<file path="config.mk">
export PLATFORM = sky130hd
export DESIGN_NAME = rv32i_subset_instruction_decoder_top
export DESIGN_NICKNAME = d
export VERILOG_FILES = /design/src/design/rvdec_pkg.sv /design/src/design/rv32i_subset_instruction_decoder_top.sv
export SDC_FILE = /design/constraint.sdc
export NUM_CORES = 1
export LEC_CHECK = 0
export BUFFER_PORTS_ARGS = -buffer_cell sky130_fd_sc_hd__buf_2
export CAP_MARGIN = 10
export CORE_ASPECT_RATIO = 1.25
export CORE_UTILIZATION = 30
export CTS_BUF_LIST = sky130_fd_sc_hd__clkbuf_16
export DETAILED_ROUTE_END_ITERATION = 8
export RECOVER_POWER = 25
export SETUP_SLACK_MARGIN = 0.15
export SYNTH_ARGS = -nofsm -noshare
export SYNTH_HDL_FRONTEND = slang
export SYNTH_SLANG_ARGS = --single-unit
</file>
<file path="constraint.sdc">
create_clock -name clk -period 11.4 [get_ports clk]
set_clock_uncertainty 0.1 [all_clocks]
set_input_delay 1.71 -clock clk [delete_from_list [all_inputs] [get_ports clk]]
set_output_delay 1.71 -clock clk [all_outputs]
set_load 0.005 [all_outputs]
</file>
<file path="src/design/rvdec_pkg.sv">
package rvdec_pkg;

  // major opcodes
  localparam logic [6:0] OP_REG    = 7'h33;
  localparam logic [6:0] OP_IMM    = 7'h13;
  localparam logic [6:0] OP_LOAD   = 7'h03;
  localparam logic [6:0] OP_STORE  = 7'h23;
  localparam logic [6:0] OP_BRANCH = 7'h63;
  localparam logic [6:0] OP_LUI    = 7'h37;
  localparam logic [6:0] OP_AUIPC  = 7'h17;
  localparam logic [6:0] OP_JAL    = 7'h6F;
  localparam logic [6:0] OP_JALR   = 7'h67;

  localparam logic [6:0] F7_BASE = 7'h00;
  localparam logic [6:0] F7_ALT  = 7'h20;

  localparam logic [2:0] F3_ADD = 3'd0;
  localparam logic [2:0] F3_BEQ = 3'd0;
  localparam logic [2:0] F3_WORD = 3'd2;

  // instruction codes
  localparam logic [3:0] CODE_ADD   = 4'd0;
  localparam logic [3:0] CODE_SUB   = 4'd1;
  localparam logic [3:0] CODE_ADDI  = 4'd2;
  localparam logic [3:0] CODE_LW    = 4'd3;
  localparam logic [3:0] CODE_SW    = 4'd4;
  localparam logic [3:0] CODE_BEQ   = 4'd5;
  localparam logic [3:0] CODE_LUI   = 4'd6;
  localparam logic [3:0] CODE_AUIPC = 4'd7;
  localparam logic [3:0] CODE_JAL   = 4'd8;
  localparam logic [3:0] CODE_JALR  = 4'd9;

  typedef struct packed {
    logic [31:0] instr_word;
    logic [31:0] pc_value;
  } rvdec_in_t;

  typedef struct packed {
    logic [3:0]         instr_code;
    logic               illegal;
    logic [4:0]         dest_reg;
    logic [4:0]         src1_reg;
    logic [4:0]         src2_reg;
    logic signed [31:0] immediate;
    logic [31:0]        target_addr;
  } rvdec_out_t;

endpackage

</file>
<file path="src/design/rv32i_subset_instruction_decoder_top.sv">
// Decoder for a subset of the RV32I base set (ADD, SUB, ADDI, LW, SW, BEQ, LUI,
// AUIPC, JAL, JALR). Each input transaction carries an instruction word and its
// pc; each produces exactly one output transaction with the instruction code,
// the raw rd/rs1/rs2 fields, the sign-extended immediate of the format and, for
// BEQ and JAL, the pc-relative target (wraps modulo 2^32). Unsupported
// encodings set illegal and force code, immediate and target to zero, while the
// register fields still carry the raw bits. The block is a two-register
// pipeline: an input register, then the decode and one 32-bit target adder,
// then the output register; a transaction passes both before out_valid.
// Throughput, set by the single decode pass, is one transaction per cycle
// while out_ready is high. Each register advances when its downstream side
// is free; an empty input register still takes input while a result waits.
module rv32i_subset_instruction_decoder_top
  import rvdec_pkg::*;
(
  input  logic       clk,
  input  logic       rst_n,
  input  logic       in_valid,
  output logic       in_ready,
  input  rvdec_in_t  in_data,
  output logic       out_valid,
  input  logic       out_ready,
  output rvdec_out_t out_data
);

  // input register
  logic      in_valid_r;
  rvdec_in_t in_data_r;
  // output register
  logic       out_valid_r;
  rvdec_out_t out_data_r;
  rvdec_out_t out_data_nxt;

  logic out_free;
  logic in_free;

  // a stage may load when it is empty or its content leaves this cycle
  assign out_free = !out_valid_r || out_ready;
  assign in_free  = !in_valid_r || out_free;
  assign in_ready = in_free;

  always_ff @(posedge clk) begin
    if (!rst_n) begin
      in_valid_r <= 1'b0;
    end else if (in_free) begin
      in_valid_r <= in_valid;
    end
  end

  always_ff @(posedge clk) begin
    if (in_free && in_valid) begin
      in_data_r <= in_data;
    end
  end

  // decode fields of the registered word
  logic [31:0] w;
  logic [6:0]  opcode;
  logic [2:0]  f3;
  logic [6:0]  f7;
  logic [31:0] imm_i;
  logic [31:0] imm_s;
  logic [31:0] imm_b;
  logic [31:0] imm_u;
  logic [31:0] imm_j;
  logic [31:0] imm_sel;
  logic [3:0]  code_sel;
  logic        ok;
  logic        use_target;

  assign w      = in_data_r.instr_word;
  assign opcode = w[6:0];
  assign f3     = w[14:12];
  assign f7     = w[31:25];

  assign imm_i = {{20{w[31]}}, w[31:20]};
  assign imm_s = {{20{w[31]}}, w[31:25], w[11:7]};
  assign imm_b = {{19{w[31]}}, w[31], w[7], w[30:25], w[11:8], 1'b0};
  assign imm_u = {w[31:12], 12'h000};
  assign imm_j = {{11{w[31]}}, w[31], w[19:12], w[20], w[30:21], 1'b0};

  always_comb begin
    code_sel   = CODE_ADD;
    imm_sel    = '0;
    ok         = 1'b0;
    use_target = 1'b0;
    unique case (opcode)
      OP_REG: begin
        if (f3 == F3_ADD && f7 == F7_BASE) begin
          code_sel = CODE_ADD;
          ok       = 1'b1;
        end else if (f3 == F3_ADD && f7 == F7_ALT) begin
          code_sel = CODE_SUB;
          ok       = 1'b1;
        end
      end
      OP_IMM: begin
        code_sel = CODE_ADDI;
        imm_sel  = imm_i;
        ok       = (f3 == F3_ADD);
      end
      OP_LOAD: begin
        code_sel = CODE_LW;
        imm_sel  = imm_i;
        ok       = (f3 == F3_WORD);
      end
      OP_STORE: begin
        code_sel = CODE_SW;
        imm_sel  = imm_s;
        ok       = (f3 == F3_WORD);
      end
      OP_BRANCH: begin
        code_sel   = CODE_BEQ;
        imm_sel    = imm_b;
        ok         = (f3 == F3_BEQ);
        use_target = 1'b1;
      end
      OP_LUI: begin
        code_sel = CODE_LUI;
        imm_sel  = imm_u;
        ok       = 1'b1;
      end
      OP_AUIPC: begin
        code_sel = CODE_AUIPC;
        imm_sel  = imm_u;
        ok       = 1'b1;
      end
      OP_JAL: begin
        code_sel   = CODE_JAL;
        imm_sel    = imm_j;
        ok         = 1'b1;
        use_target = 1'b1;
      end
      OP_JALR: begin
        code_sel = CODE_JALR;
        imm_sel  = imm_i;
        ok       = (f3 == F3_ADD);
      end
      default: begin
        ok = 1'b0;
      end
    endcase
  end

  // illegal encodings zero code, immediate and target; raw reg fields always pass
  always_comb begin
    out_data_nxt.instr_code  = ok ? code_sel : CODE_ADD;
    out_data_nxt.illegal     = !ok;
    out_data_nxt.dest_reg    = w[11:7];
    out_data_nxt.src1_reg    = w[19:15];
    out_data_nxt.src2_reg    = w[24:20];
    out_data_nxt.immediate   = ok ? imm_sel : '0;
    out_data_nxt.target_addr = (ok && use_target) ? (in_data_r.pc_value + imm_sel) : '0;
  end

  always_ff @(posedge clk) begin
    if (!rst_n) begin
      out_valid_r <= 1'b0;
    end else if (out_free) begin
      out_valid_r <= in_valid_r;
    end
  end

  always_ff @(posedge clk) begin
    if (out_free && in_valid_r) begin
      out_data_r <= out_data_nxt;
    end
  end

  assign out_valid = out_valid_r;
  assign out_data  = out_data_r;

  // illegal transactions carry zero code, immediate and target
  a_illegal_zero: assert property (@(posedge clk) disable iff (!rst_n)
    (out_valid_r && out_data_r.illegal) |->
      (out_data_r.instr_code == CODE_ADD && out_data_r.immediate == '0 &&
       out_data_r.target_addr == '0))
    else $error("illegal transaction with nonzero code, immediate or target");

  // only BEQ and JAL produce a target
  a_target_only_branch: assert property (@(posedge clk) disable iff (!rst_n)
    (out_valid_r && out_data_r.instr_code != CODE_BEQ &&
     out_data_r.instr_code != CODE_JAL) |-> (out_data_r.target_addr == '0))
    else $error("target set for instruction that is not BEQ or JAL");

  // R-type results have no immediate
  a_rtype_no_imm: assert property (@(posedge clk) disable iff (!rst_n)
    (out_valid_r && (out_data_r.instr_code == CODE_ADD ||
     out_data_r.instr_code == CODE_SUB)) |-> (out_data_r.immediate == '0))
    else $error("R-type transaction with nonzero immediate");

  // a full pipeline with a stalled output must not take a new transaction
  a_backpressure: assert property (@(posedge clk) disable iff (!rst_n)
    (in_valid_r && out_valid_r && !out_ready) |-> !in_ready)
    else $error("input accepted while both registers are held");

  // a held input register moves to the output once the output frees up
  a_advance: assert property (@(posedge clk) disable iff (!rst_n)
    (in_valid_r && out_free) |=> out_valid_r)
    else $error("registered transaction lost between stages");

endmodule
</file>
==> results.tsv, run 1 <==
metric	value	unit
status	completed	
routabilityCongestion	0.891	
grt_usage	15.6	%
power_density	149	nW/um^2
finalHoldViolCount	0	
syn-num-nets	704	
synthCells	604	
grt_pass1_wl	28600	um
period_share	41.1	%
syn_area	7330	um^2
ys.flop_type	edfxtp_1	
critical_path_class	flip-flop to flip-flop	
cts.sinks	150	
setup_viol	0	
clk_latency	430	ps
finalMaxSlewViolations	0	
worst_pin_slew	1170	ps
rsz0062_at_grt	false	
start_util	30.7	%
viasPerCell	4.81	
wl_per_cell	17.4	um
relSlewSlack	21.8	%
area_delta_synth_final	22.5	%
ctsResizeCount	0	
ys_seq_area_share	61.1	%
fmax	213	MHz
die_w	142	um
antenna_left	0	
post-cts-setup-buffers	0	
coreArea	23900	um^2
ios	154	
cp.arrival	4760	ps
fillCellCount	2366	
postLayoutCellArea	8980	um^2
path_max_fanout	11	
p_leak	3.56	nW
avgSynthCellArea	12.1	um^2
drcViolationCount	0	
reg2reg_depth	13	
clkTransAtPathRegs	70	ps
cap_viol_max_count	0	
synth-edff-count	148	
synth.ff_latch_count	150	
tns	0	ps
antenna_found_initial	1	
place_area	8390	um^2
dr.pass1.iters	5	
num_vias	5273	
cts_tree	done	
portBuffers	153	
die_area	25100	um^2
cts_max_level	4	
reg2reg_slack	6710	ps
wl	19100	um
hp-class	flip-flop to flip-flop	
yosysWarnings	0	
worstHoldPathCells	0	
nets	857	
vdd.ir_drop.worst	0.0851	mV
critPathLaunchType	flip-flop	
final_common_cell	edfxtp_1	
dp_hpwl	14100	um
mostFrequentLayoutCells	edfxtp_1, buf_2, nor2_1	
cts_hold_buf	0	
drive_gt1_share	26.4	%
root_buffer	clkbuf_16	
async_reset_ff_share	0	%
synth_cell_types	69	
clk_path_buf_depth	2	
grt_start_max_net_pins	85	
critPathRequiredTime	11470	ps
overflow	0	
cts-buffers-inserted	17	
p_total	1.34	mW
cp-end-kind	flip-flop	
grt_pass1_vias	5054	
die_h	177	um
drt-initial-drc-count	433	
num_rows	63	
period_minus_slack	4690	ps
logic make-up (layout without fill, tap and decap cells):
logic type	after synthesis	in the layout	share of synthesized area (%)
AO/OA/AOI/OAI	147	147	13.0
XOR/XNOR	21	21	2.51
adder cells (fa/ha/maj)	32	32	5.56
buffers and inverters	58	224	3.97
flip-flops	150	150	61.1
multiplexers	4	4	0.546
other	0	1	0
AND/OR/NAND/NOR	192	192	13.3
Yosys cell counts (7+ instances only):
cell type / number / area, um^2
edfxtp_1: 148 / 4440
nor2_1: 68 / 255
a21oi_1: 60 / 300
inv_1: 35 / 131
ha_1: 31 / 388
nand2_1: 31 / 116
o21ai_0: 23 / 115
and2_1: 18 / 113
a21o_1: 15 / 113
nor3_1: 14 / 70.1
nand3_1: 12 / 60.1
xnor2_1: 12 / 105
nand4_1: 10 / 62.6
xor2_1: 9 / 78.8
nor2b_1: 8 / 50.1
clkbuf_1: 7 / 26.3
path summary, 6_finish.rpt:
| kind | start | end |
|---|---|---|
| hold reg to reg | w[8] | out_data[75] |
| setup / recovery | w[3] | out_data[28] |
| hold / removal | w[8] | out_data[75] |
| setup reg to reg | w[3] | out_data[28] |
metrics by stage:
step | setup slack, ps | instances | hold WS, ps | utilization [%]
floorplan | 5250 | 604 | 327 | -
global placement | 6940 | 1063 | 332 | 35.1
detailed placement | 6820 | 1063 | 337 | 35.1
CTS | 6790 | 1095 | 353 | 37.7
global route | 6310 | 1096 | 369 | 37.6
finish | 6710 | 1096 | 351 | 37.6
cell type report:
cell class                 count  area, um^2  area share (%)
multi-input combinational    396        2570            28.6
clock buffer                  17         425            4.74
antenna                        1        2.50          0.0279
tap                          325         407            4.53
inverter                      35         131            1.46
sequential                   150        4480            49.9
clock inverter                15         178            1.98
timing repair buffer         157         788            8.77
critical path: stages (launching register included):
cell      delay (ps)
edfxtp_1         440
and3b_1          350
o21ai_0          110
o21ai_0          540
and2_0           530
a21oi_1          140
inv_1             90
ha_1             320
a21oi_1          380
o211ai_1         160
or3b_2           480
o21ai_0          440
o21ai_0          200
mux2i_1          140
routing by layer:
layer / global-route usage, % / vias up / routed length, um
li1: - / 2547 / -
met1: 19.5 / 2489 / 8190
met2: 26.1 / 212 / 9330
met3: 3.33 / 25 / 1100
met4: 6.41 / 0 / 472
met5: 0 / - / 0
state kept, by name, indices dropped and copies added (netlist names):
name / flops
out_data: 84
in_data_r: 32
w: 32
in_valid_r: 1
out_valid: 1
where the power goes:
group          internal (mW)  switching (mW)
logic                 0.0393          0.0593
clock network          0.332           0.252
registers              0.637          0.0168
Note: power is estimated with default switching activity, not from simulation.
==> run 2: changes to the inputs <==
--- a/config.mk
+++ b/config.mk
@@ -5,6 +5,7 @@
 export SDC_FILE = /design/constraint.sdc
 export NUM_CORES = 1
 export LEC_CHECK = 0
+export ABC_AREA = 1
 export BUFFER_PORTS_ARGS = -buffer_cell sky130_fd_sc_hd__buf_2
 export CAP_MARGIN = 10
 export CORE_ASPECT_RATIO = 1.25
==> constraint.sdc (replaced) <==
create_clock -name clk -period 4.1 [get_ports clk]
set_clock_uncertainty 0.1 [all_clocks]
set_input_delay 0.615 -clock clk [delete_from_list [all_inputs] [get_ports clk]]
set_output_delay 0.615 -clock clk [all_outputs]
set_load 0.005 [all_outputs]
==> run 2 against run 1 <==
Compared with the run above:
- the flow now finishes with violations (capacitance limit, slew limit)
- sequential share of layout area fell by 3.4 points
- cell count grew 28%
- combinational power increased to 2.8 times the previous value
- hold slack got worse by 97 ps
- synthesized cell count is 45% higher
- utilization down 0.42 points
- critical path depth grew 5
- sequential power grew to 2.7 times the previous value
- largest cell class unchanged
- global-route usage up 1.0 points
- critical path type unchanged
- die area grew 7.5%
- maximum frequency rose by 39%
- largest power group unchanged
==> results.tsv, run 2 <==
metric	value	unit	change
cts_max_level	4		unchanged
timing.final.ws_setup	733	ps	-5980 ps
die_area	27000	um^2	+7.5%
avgSynthCellArea	9.00	um^2	-26%
coreArea	25900	um^2	+8.6%
largest_reg_flops	84		unchanged
yosysTopAreaCell	edfxtp_1		
cap_viol_max_count	1		+1
tns	0	ps	unchanged
p_leak	4.79	nW	+35%
crit_start	w[6]		
period_minus_slack	3370	ps	-1320 ps
period_share	82.1	%	+41 points
drcViolationCount	0		unchanged
syn_area	7890	um^2	+7.6%
ys.flop_type	edfxtp_1		
clk_latency	430	ps	about the same
die_h	183	um	+3.7%
path_max_fanout	13		+2
async_reset_ff_share	0	%	unchanged
drive_gt1_share	20.1	%	-6.3 points
reg2reg_depth	18		+5
num_vias	6161		+17%
clkPwrFrac	43.1	%	-0.6 points
place_area	9070	um^2	+8.2%
ys_top_cells_by_count	nand2_1, edfxtp_1, inv_1, nor2_1, a21oi_1		
clk_path_buf_depth	2		unchanged
ys_top_cells_by_area	edfxtp_1, nand2_1, inv_1		
cp-end-kind	flip-flop		
status	complete, but fails checks		
netlist.area_leader.share	56.3	%	-4.3 points
final_common_cell	nand2_1		
start_util	30.4	%	-0.28 points
num_rows	66		+4.8%
critPathLaunchType	flip-flop		
clkTransAtPathRegs	60	ps	about the same
worst_pin_slew	2260	ps	+1090 ps
violations	capacitance limit, slew limit		
cts-buffers-inserted	17		unchanged
rsz0062_at_grt	false		
wl_met2	11400	um	+22%
drt-initial-drc-count	353		-18%
vdd.ir_drop.worst	0.274	mV	+220%
die_w	147	um	+3.7%
multiInputGateArea	2770	um^2	+7.7%
cts_hold_buf	0		unchanged
antenna_left	0		unchanged
endpoint	out_data[26]		
wl_met3	804	um	-27%
routabilityCongestion	0.892		about the same
synth.ff_latch_count	150		unchanged
worstPathCellList	nand3_2 > nor2_1 > nor2_1 > inv_2 > nor2_1 > inv_2 > nand2_2 > buf_4 > nand2_1 > ha_1 > nand2_1 > nor2_1 > nand2_1 > nor3_1 > nand2_1 > nand3_1 > nand2_1 > a21oi_1		
seqCellArea	4480	um^2	unchanged
viasPerCell	4.41		-8.4%
rr_startpoint	w[6]		
reg2reg_slack	730	ps	-5980 ps
wl_per_cell	15.6	um	-10%
grt_pass1_wl	32900	um	+15%
swShare	23.1	%	-1.4 points
power.switching	843	uW	+160%
synth_cell_types	32		-54%
wl_met1	9010	um	+10%
nets	1144		+33%
crit_path_top_delay_cell	edfxtp_1		
cts_tree	done		
mostFrequentLayoutCells	nand2_1, buf_2, edfxtp_1		
power_density	378	nW/um^2	+150%
dr.pass1.iters	5		unchanged
yosysWarnings	0		unchanged
rr_endpoint	out_data[26]		
fillCellCount	2727		+15%
grt_start_max_net_pins	85		unchanged
dp_slack	758	ps	-6060 ps
comb_power_share	7.7	%	+0.3 points
critPathRequiredTime	4280	ps	-7190 ps
overflow	0		unchanged
finalMaxSlewViolations	85		+85
holdWs	254	ps	-96.8 ps
cpPeakStageDelay	470	ps	-70 ps
antenna_found_initial	1		unchanged
synth_most_common_cell	nand2_1		
cp.arrival	3550	ps	-1210 ps
dp_hpwl	17100	um	+21%
p_int	2.80	mW	+180%
ctsResizeCount	0		unchanged
worstHoldPathCells	1		+1
grt_usage	16.6	%	+1.0 points
wl	21800	um	+14%
area_delta_synth_final	22.2	%	
synthCells	877		+45%
root_buffer	clkbuf_16		
postLayoutCellArea	9640	um^2	+7.3%
ios	154		unchanged
top_layer	met4		
ys_seq_area_share	56.8	%	-4.3 points
critical_path_class	flip-flop to flip-flop		
syn-num-nets	977		+39%
hp-class	primary input to flip-flop		
cp_common_cell	nand2_1		
cts.sinks	150		unchanged
fmax	297	MHz	+39%
portBuffers	153		unchanged
grt_pass1_vias	6150		+22%
finalHoldViolCount	0		unchanged
synth-edff-count	148		unchanged
setup_viol	0		unchanged
post-cts-setup-buffers	0		unchanged
seq_power_share	49.2	%	+0.3 points
relSlewSlack	-50.6	%	-72 points
## run 2: cell types whose count changed in the layout (fill, tap and decap cells not counted), moves of 15 or more
cell and delta:
nand3_1 +24, nand2_1 +251, nor2_1 +28, inv_1 +109, o21ai_0 -15
## run 2: worst max-delay path: cells and delay by family, from the launching register on
kind,cells,cell delay [ps]
adders and majority gates,1,360
AOI/OAI and AO/OA,1,140
and+or+nand+nor,13,1690
DFF,1,470
buffers and inverters,3,430
## run 2: how the worst min path moves through the flow
| stage | start | to |
|---|---|---|
| after floorplan | w[15] | out_data[69] |
| after global placement | w[19] | out_data[73] |
| after detailed placement | w[19] | out_data[73] |
| after CTS | in_data[40] | w[8] |
| after global routing | in_data[53] | w[21] |
| final | in_data[40] | w[8] |
## run 2: cells by family after synthesis
| group | Yosys count | synth area share, % |
|---|---|---|
| AOI/OAI and AO/OA | 79 | 5.85 |
| adders and majority gates | 32 | 5.17 |
| xor gates and xnor gates | 15 | 1.67 |
| buffers and inverters | 162 | 8.31 |
| DFF | 150 | 56.8 |
| and+or+nand+nor | 439 | 22.2 |
## run 2: metal layers
metal | vias to the layer above | GRT usage [%]
met5 | - | 0
met2 | 153 | 30.1
met4 | 0 | 7.75
met1 | 2816 | 18.8
li1 | 3160 | -
met3 | 32 | 3.01
## run 2: stage by stage
step,power (mW),std cells,utilization (%)
after floorplan,1.98,877,-
after detailed placement,2.11,1365,35.0
after global routing,3.78,1398,37.2
after CTS,3.69,1397,37.3
after global placement,2.11,1365,35.0
final,3.64,1398,37.2
## run 2: power groups by stage
stage                     Combinational (mW)  Clock, mW  Sequential, mW
final                                  0.281       1.57            1.79
after floorplan                        0.166          0            1.81
after CTS                              0.287       1.61            1.79
after global placement                 0.286          0            1.82
after detailed placement               0.286          0            1.82
after global routing                   0.317       1.67            1.80
## run 2: final cells by class
cell class              instances  share of cell area [%]
flip-flops and latches        150                    46.5
inverters                     150                    5.89
multi-input cells             565                    28.7
clock buffers                  17                    4.41
clock inverters                15                    1.67
repair buffers                160                    8.41
well taps                     340                    4.41
diodes                          1                  0.0260
